===== config.mk =====
export PLATFORM = sky130hd
export DESIGN_NAME = positivity_timestep_min_reduce_top
export DESIGN_NICKNAME = d
export VERILOG_FILES = /design/src/hw/rtl/ptmr_pkg.sv /design/src/hw/rtl/positivity_timestep_min_reduce_top.sv
export SDC_FILE = /design/constraint.sdc
export NUM_CORES = 1
export LEC_CHECK = 0
export BUFFER_PORTS_ARGS = -buffer_cell sky130_fd_sc_hd__buf_2
export CORE_ASPECT_RATIO = 1.75
export CORE_MARGIN = 10
export CORE_UTILIZATION = 41
export DETAILED_ROUTE_END_ITERATION = 8
export GPL_TIMING_DRIVEN = 0
export SLEW_MARGIN = 20
export SYNTH_ARGS = -nofsm -noshare
export SYNTH_HDL_FRONTEND = slang
export SYNTH_SLANG_ARGS = --single-unit

===== constraint.sdc =====
create_clock -name clk -period 14.9 [get_ports clk]
set_input_delay 0.745 -clock clk [delete_from_list [all_inputs] [get_ports clk]]
set_output_delay 0.745 -clock clk [all_outputs]
set_load 0.02 [all_outputs]

===== src/hw/rtl/ptmr_pkg.sv =====
// ----------------------------------------------------------------------------
// ptmr_pkg
// Shared types and constants of the positivity timestep min-reduce block.
// ----------------------------------------------------------------------------
package ptmr_pkg;

	localparam int CELL_BITS  = 20;              // reported index width
	localparam int CNT_BITS   = CELL_BITS + 1;   // sweep counter, saturates at 2**CELL_BITS
	localparam int SAFE_BITS  = 17;
	localparam int VAL_BITS   = 32;
	localparam int SA_BITS    = SAFE_BITS + VAL_BITS;    // safety * area
	localparam int PROD_BITS  = SA_BITS + VAL_BITS;      // safety * area * depth
	localparam int FRAC_SHIFT = 8;                       // Q24.8 area scaling
	localparam int STEP_BITS  = 5;
	localparam int SA_STEPS   = SAFE_BITS;
	localparam int D_STEPS    = VAL_BITS;
	localparam int DIV_STEPS  = VAL_BITS;

	localparam logic [SAFE_BITS-1:0] SAFETY_ONE = 17'd65536;
	localparam logic [VAL_BITS-1:0]  TS_LIMIT   = '1;

	localparam int IN_BITS  = 96;
	localparam int OUT_BITS = 80;

	localparam logic [2:0] REG_SAFETY_ADDR = 3'd0;

	typedef logic [2:0] status_t;
	localparam status_t STAT_OK          = 3'd0;
	localparam status_t STAT_NEG_OUTFLOW = 3'd1;
	localparam status_t STAT_DRY_OUTFLOW = 3'd2;
	localparam status_t STAT_INCOMPAT    = 3'd3;
	localparam status_t STAT_SAFETY      = 3'd4;

	typedef enum logic [2:0] {
		ST_IDLE,
		ST_MUL_SA,
		ST_MUL_D,
		ST_RANGE,
		ST_DIV,
		ST_UPDATE,
		ST_FINISH
	} state_t;

endpackage


===== src/hw/rtl/positivity_timestep_min_reduce_top.sv =====
// ----------------------------------------------------------------------------
// positivity_timestep_min_reduce_top
// Bit-serial timestep limit safety*area*depth/outflow, min-reduced per sweep.
// ----------------------------------------------------------------------------
//  channel   dir  handshake            payload
//  s_*       in   s_tvalid / s_tready  tdata: cell_area, water_depth,
//                                      outgoing_rate; tlast: last_cell
//  m_*       out  m_tvalid / m_tready  tdata: timestep, has_timestep,
//                                      limit_cell, status, error_cell
//  apb       in   psel / penable       reg 0 @ 0x0: safety scale
//
//  A cell with a timestep to compute runs, from accept to accept: 17
//  shift-add steps for safety*area, 32 for the depth product, one range
//  check, 32 restoring division steps, update, finish and idle; an
//  overflowing quotient skips the division. A skipped or faulty cell goes
//  straight from idle to finish. A new cell is taken only in idle. The
//  result sits in an output register; a last cell stalls only while the
//  previous result waits. Reset is asynchronous.
// ----------------------------------------------------------------------------
module positivity_timestep_min_reduce_top
	import ptmr_pkg::*;
(
	input  logic                clk,
	input  logic                arst_n,
	input  logic                s_tvalid,
	output logic                s_tready,
	input  logic [IN_BITS-1:0]  s_tdata,   // cell_area, water_depth, outgoing_rate
	input  logic                s_tlast,
	output logic                m_tvalid,
	input  logic                m_tready,
	output logic [OUT_BITS-1:0] m_tdata,   // timestep, has_timestep,
	                                       // limit_cell, status, error_cell, pad
	input  logic                psel,
	input  logic                penable,
	input  logic                pwrite,
	input  logic [2:0]          paddr,
	input  logic [31:0]         pwdata,
	output logic [31:0]         prdata,
	output logic                pready
);

	state_t state_q, state_nxt;

	logic [SAFE_BITS-1:0] safety_q;
	logic [VAL_BITS-1:0]  min_q;
	logic                 have_q;
	logic [CELL_BITS-1:0] best_q;
	logic [CNT_BITS-1:0]  cell_cnt_q;
	status_t              err_q;
	logic [CELL_BITS-1:0] err_idx_q;
	logic [STEP_BITS-1:0] step_q;
	logic                 last_q;
	logic                 m_tvalid_q;

	logic [VAL_BITS-1:0]  area_q;
	logic [VAL_BITS-1:0]  depth_q;
	logic [VAL_BITS-1:0]  rate_q;
	logic [CELL_BITS-1:0] idx_q;
	logic [PROD_BITS-1:0] prod_q;
	logic [SA_BITS-1:0]   mcand_q;
	logic [VAL_BITS-1:0]  rem_q;
	logic [VAL_BITS-1:0]  quo_q;
	logic [OUT_BITS-1:0]  out_q;

	logic [VAL_BITS-1:0] in_area, in_depth, in_rate;
	logic                accept, cfg_wr;
	logic                safety_bad, go_mul, chk_err;
	status_t             chk_code;
	logic                sa_done, d_done, div_done, out_free, out_load;
	logic                range_sat;
	logic [VAL_BITS:0]   sum_a;
	logic [SA_BITS:0]    sum_b;
	logic [VAL_BITS-1:0] div_shift;
	logic [VAL_BITS:0]   div_diff;
	logic [PROD_BITS-1:0] sa_next, d_next;

	assign in_area  = s_tdata[31:0];
	assign in_depth = s_tdata[63:32];
	assign in_rate  = s_tdata[95:64];

	assign cfg_wr = psel & penable & pwrite & pready;
	assign pready = 1'b1;
	assign prdata = (paddr[2] == REG_SAFETY_ADDR[2]) ?
		{{(32-SAFE_BITS){1'b0}}, safety_q} : 32'd0;

	// per-cell checks, in priority order
	assign safety_bad = (safety_q == '0) || (safety_q > SAFETY_ONE);
	always_comb begin
		chk_err  = 1'b1;
		chk_code = STAT_OK;
		go_mul   = 1'b0;
		if (safety_bad) begin
			chk_code = STAT_SAFETY;
		end else if (cell_cnt_q[CNT_BITS-1]) begin
			chk_code = STAT_INCOMPAT;
		end else if (in_area == '0) begin
			chk_code = STAT_INCOMPAT;
		end else if (in_rate[VAL_BITS-1]) begin
			chk_code = STAT_NEG_OUTFLOW;
		end else if (in_depth[VAL_BITS-1]) begin
			chk_code = STAT_INCOMPAT;
		end else if (in_rate == '0) begin
			chk_err = 1'b0;
		end else if (in_depth == '0) begin
			chk_code = STAT_DRY_OUTFLOW;
		end else begin
			chk_err = 1'b0;
			go_mul  = (err_q == STAT_OK);
		end
		if (err_q != STAT_OK) begin
			chk_err = 1'b0;
		end
	end

	// shift-add and restore-divide steps
	assign sum_a   = {1'b0, prod_q[SA_BITS-1:SAFE_BITS]} +
		(prod_q[0] ? {1'b0, area_q} : '0);
	assign sa_next = {{(PROD_BITS-SA_BITS){1'b0}}, sum_a, prod_q[SAFE_BITS-1:1]};
	assign sum_b   = {1'b0, prod_q[PROD_BITS-1:VAL_BITS]} +
		(prod_q[0] ? {1'b0, mcand_q} : '0);
	assign d_next  = {sum_b, prod_q[VAL_BITS-1:1]};
	assign div_shift = {rem_q[VAL_BITS-2:0], quo_q[VAL_BITS-1]};
	assign div_diff  = {1'b0, div_shift} - {1'b0, rate_q};

	// N/256 >= rate * 2^32 means the quotient overflows 32 bits
	assign range_sat = prod_q[PROD_BITS-1:VAL_BITS+FRAC_SHIFT] >=
		{{(PROD_BITS-2*VAL_BITS-FRAC_SHIFT){1'b0}}, rate_q};

	assign sa_done  = (step_q == STEP_BITS'(SA_STEPS - 1));
	assign d_done   = (step_q == STEP_BITS'(D_STEPS - 1));
	assign div_done = (step_q == STEP_BITS'(DIV_STEPS - 1));
	assign out_free = ~m_tvalid_q | m_tready;

	always_comb begin
		state_nxt = state_q;
		case (state_q)
			ST_IDLE: begin
				if (s_tvalid) begin
					state_nxt = go_mul ? ST_MUL_SA : ST_FINISH;
				end
			end
			ST_MUL_SA: begin
				if (sa_done) begin
					state_nxt = ST_MUL_D;
				end
			end
			ST_MUL_D: begin
				if (d_done) begin
					state_nxt = ST_RANGE;
				end
			end
			ST_RANGE: begin
				state_nxt = range_sat ? ST_UPDATE : ST_DIV;
			end
			ST_DIV: begin
				if (div_done) begin
					state_nxt = ST_UPDATE;
				end
			end
			ST_UPDATE: begin
				state_nxt = ST_FINISH;
			end
			ST_FINISH: begin
				if (!last_q || out_free) begin
					state_nxt = ST_IDLE;
				end
			end
			default: begin
				state_nxt = ST_IDLE;
			end
		endcase
	end

	always_comb begin
		s_tready = 1'b0;
		out_load = 1'b0;
		case (state_q)
			ST_IDLE: begin
				s_tready = 1'b1;
			end
			ST_FINISH: begin
				out_load = last_q & out_free;
			end
			default: begin
				s_tready = 1'b0;
			end
		endcase
	end

	assign accept   = s_tvalid & s_tready;
	assign m_tvalid = m_tvalid_q;
	assign m_tdata  = out_q;

	always_ff @(posedge clk or negedge arst_n) begin
		if (!arst_n) begin
			state_q    <= ST_IDLE;
			safety_q   <= SAFETY_ONE;
			min_q      <= '1;
			have_q     <= 1'b0;
			best_q     <= '0;
			cell_cnt_q <= '0;
			err_q      <= STAT_OK;
			err_idx_q  <= '0;
			step_q     <= '0;
			last_q     <= 1'b0;
			m_tvalid_q <= 1'b0;
		end else begin
			state_q <= state_nxt;
			if (cfg_wr && paddr[2] == REG_SAFETY_ADDR[2]) begin
				safety_q <= pwdata[SAFE_BITS-1:0];
			end
			if (state_q != state_nxt) begin
				step_q <= '0;
			end else begin
				step_q <= step_q + 1'b1;
			end
			if (accept) begin
				last_q <= s_tlast;
				if (!cell_cnt_q[CNT_BITS-1]) begin
					cell_cnt_q <= cell_cnt_q + 1'b1;
				end
				if (chk_err) begin
					err_q     <= chk_code;
					err_idx_q <= cell_cnt_q[CELL_BITS-1:0];
				end
			end
			if (state_q == ST_UPDATE) begin
				if (quo_q == '0) begin
					err_q     <= STAT_INCOMPAT;
					err_idx_q <= idx_q;
				end else if (!have_q || quo_q < min_q) begin
					min_q  <= quo_q;
					best_q <= idx_q;
					have_q <= 1'b1;
				end
			end
			if (out_load) begin
				m_tvalid_q <= 1'b1;
				min_q      <= '1;
				have_q     <= 1'b0;
				best_q     <= '0;
				cell_cnt_q <= '0;
				err_q      <= STAT_OK;
				err_idx_q  <= '0;
			end else if (m_tready) begin
				m_tvalid_q <= 1'b0;
			end
		end
	end

	always_ff @(posedge clk) begin
		if (accept) begin
			area_q  <= in_area;
			depth_q <= in_depth;
			rate_q  <= in_rate;
			idx_q   <= cell_cnt_q[CELL_BITS-1:0];
			prod_q  <= {{(PROD_BITS-SAFE_BITS){1'b0}}, safety_q};
		end
		case (state_q)
			ST_MUL_SA: begin
				if (sa_done) begin
					mcand_q <= sa_next[SA_BITS-1:0];
					prod_q  <= {{(PROD_BITS-VAL_BITS){1'b0}}, depth_q};
				end else begin
					prod_q <= sa_next;
				end
			end
			ST_MUL_D: begin
				prod_q <= d_next;
			end
			ST_RANGE: begin
				if (range_sat) begin
					quo_q <= TS_LIMIT;
				end else begin
					rem_q <= prod_q[2*VAL_BITS+FRAC_SHIFT-1:VAL_BITS+FRAC_SHIFT];
					quo_q <= prod_q[VAL_BITS+FRAC_SHIFT-1:FRAC_SHIFT];
				end
			end
			ST_DIV: begin
				if (!div_diff[VAL_BITS]) begin
					rem_q <= div_diff[VAL_BITS-1:0];
					quo_q <= {quo_q[VAL_BITS-2:0], 1'b1};
				end else begin
					rem_q <= div_shift;
					quo_q <= {quo_q[VAL_BITS-2:0], 1'b0};
				end
			end
			default: begin
				rem_q <= rem_q;
			end
		endcase
		if (out_load) begin
			if (err_q != STAT_OK) begin
				out_q <= {4'b0, err_idx_q, err_q, {CELL_BITS{1'b0}}, 1'b0,
					{VAL_BITS{1'b0}}};
			end else begin
				out_q <= {4'b0, {CELL_BITS{1'b0}}, STAT_OK,
					have_q ? best_q : {CELL_BITS{1'b0}}, have_q,
					have_q ? min_q : {VAL_BITS{1'b0}}};
			end
		end
	end

endmodule

==> flow_summary.ini <==
[outcome]
run_status = completed

[sta]
finalSetupViolations = 0
worstMarginPinSlew_ns = 1.21
tns_ns = 0
period_share_pct = 36.7
layout_min_cycle_time_ns = 5.47
drv_slew = 0
rsz0062_at_grt = false
relSlewSlack_pct = 17.2
finalHoldViolCount = 0
finClkSkew_ns = 0.0375
hold_ws_ns = 0.299
fmax_mhz = 183

[synthesis]
synthTopCellsByCount = 385 x edfxtp_1, 231 x nor2_1, 186 x nand2_1
ys_ff_latch = 509
synth.distinct_cells = 76
yosysMostFrequentCell = edfxtp_1
syn_inst = 2586
yosys_warnings = 0
synth_area_leaders = edfxtp_1 42%, dfrtp_1 8.2%, ha_1 8.1%
synth_top_area_cell = edfxtp_1
synth.cell_area_sq_mm = 0.0279
synth_edf_count = 385
synth-seq-area-share_pct = 52.8
avgSynthCellArea_sq_um = 10.8
yosys.area.top_type_share_pct = 41.5
async_flop_share_pct = 24.4
synth_flop_cell = edfxtp_1

[clock_tree]
ctsHtreeMaxLevel = 2
cts_hold_buf = 1
cts_root_buf = clkbuf_16
clkLatencyLatePin_ns = 0.64
cts_buffer_depth = 3
cts_setup_buffers = 0
clk_pin_slew_ns = 0.07
post_cts_resized = 0
cts-buffers-inserted = 50
cts_sinks = 509
cts_tree = done

[routing]
vias = 21300
via_per_inst = 5.57
wl_um = 92400
wl_per_cell_um = 24.2
top_layer = met5
wl_met3_um = 4290
drc = 0
wl_met2_um = 50900
drtPass1Iterations = 7
drtAntennaViolNets = 0
drtIter0Drc = 1143
wl_met1_um = 31100

[grt]
gr-total-overflow = 0
grt_pass1_wl_um = 138000
grt_max_degree = 101
antenna_found_initial = 8
grt_pass1_vias = 22600
grt_usage_pct = 23.0

[place]
placed_area_sq_mm = 0.0303
hpwl_um = 73000
gp_congestion = 0.929
portBuffers = 216

[floorplanning]
fp.dieW_um = 217
die_h_um = 365
fp.coreArea_sq_mm = 0.0675
dieArea_sq_mm = 0.0792
boundaryPins = 254
initial_core_util_pct = 41.3
fp-row-count = 126

[worst_setup_path]
crit_start = prod_q[0]$_DFFE_PP_
crit_required_ns = 15.26
crit_type = flip-flop to flip-flop
reg2reg_depth = 15
r2r-start = prod_q[0]$_DFFE_PP_
cp.arrival_ns = 5.83
worstSetupStartpointType = flip-flop
cp_max_fo = 10
setup.worst_path.end_class = flip-flop

[power_and_ir_drop]
ir_worst_vdd_uv = 90.5
p_leak_nw = 14.3
powerDensity_mw_per_mm2 = 93.2

[min_path]
hp-class = input port to flip-flop
min_from = s_tdata[71]
hold_depth = 1

[cells_and_area]
finish.utilization_pct = 47.5
syn2layout_area_growth_pct = 15.1
design_area_sq_mm = 0.0321
final_nets = 3202
drive_gt1_share_pct = 13.9

[job]
max_cap_viol_count = 0
## sequential cells by signal (all words and copies together), names as in the netlist
| register | cells |
|---|---|
| prod_q | 81 |
| m_tdata | 76 |
| mcand_q | 49 |
| area_q | 32 |
| depth_q | 32 |
| min_q | 32 |
| quo_q | 32 |
| rate_q | 32 |
| rem_q | 31 |
| cell_cnt_q | 21 |
| best_q | 20 |
| err_idx_q | 20 |
| idx_q | 20 |
| safety_q | 17 |
| step_q | 5 |
| err_q | 3 |
| state_q | 3 |
| have_q | 1 |
| last_q | 1 |
| m_tvalid | 1 |
## layout make-up
class	instances	area, sq um
Clock inverter	27	342
Antenna cell	3	7.51
Clock buffer	67	1400
Tap cell	896	1120
Timing Repair Buffer	224	1240
Inverter	171	649
Fill cell	6374	35400
Sequential cell	509	14700
Buffer	130	593
Multi-Input combinational cell	1794	12000
## critical path, stage by stage (launching register included)
cell	delay (ns)
edfxtp_1	0.32
clkbuf_1	0.65
clkbuf_1	0.37
and2_1	0.20
ha_1	0.21
fa_1	0.27
a211o_1	0.15
o211ai_1	0.16
a21o_1	0.23
a21oi_1	0.67
a41oi_1	0.35
a21oi_1	0.54
a41oi_1	0.42
o31ai_1	0.43
xnor2_1	0.16
nor2_1	0.06
## worst paths after layout
path,slack (ns),endpoint
setup / recovery,9.43,prod_q[79]$_DFFE_PP_
hold / removal,0.30,rate_q[7]$_DFFE_PP_
setup reg to reg,9.43,prod_q[79]$_DFFE_PP_
hold reg to reg,0.45,mcand_q[1]$_DFFE_PP_
max in group asynchronous,13.49,safety_q[16]$_DFFE_PN1P_
min in group asynchronous,0.60,best_q[3]$_DFFE_PN0P_
## routing by layer
layer  global-route usage, %  up-vias
met5                       0        -
met4                    14.2       10
met3                    3.72      225
met2                    44.6      663
met1                    22.1    10400
li1                        -     9983
## cells by family (layout without fill, tap and decap cells)
family,Yosys count,in the layout,synth area share [%]
simple gates,825,825,14.7
compound gates,575,575,13.3
flops,509,509,52.8
buf+inv,301,619,4.41
fa+ha+maj,183,183,8.30
xor+xnor,114,114,3.59
mux,77,77,2.87
other cells,2,23,0.0270
## cell usage in the layout, fill, tap and decap left out, types with 91 or more instances in the layout
cell / synthesis / layout
edfxtp_1: 385 / 385
nor2_1: 231 / 231
buf_2: 0 / 215
nand2_1: 186 / 184
ha_1: 180 / 180
inv_1: 171 / 170
a21oi_1: 149 / 149
o21ai_0: 110 / 110
clkbuf_1: 100 / 109
dfrtp_1: 91 / 91
## through the flow
stage | instances | power (mW) | setup slack (ns)
floorplan | 2604 | 1.60 | 9.52
global placement | 3716 | 1.65 | 6.98
detailed placement | 3723 | 1.65 | 9.41
CTS | 3818 | 3.01 | 9.38
global route | 3819 | 3.07 | 9.13
finish | 3821 | 2.99 | 9.43
## where the power goes
part           internal, mW  switching [mW]
clock network         0.772           0.596
registers              1.52          0.0179
logic                0.0335          0.0438
total                  2.33           0.658
No activity file was read; power rests on OpenSTA's default activity.
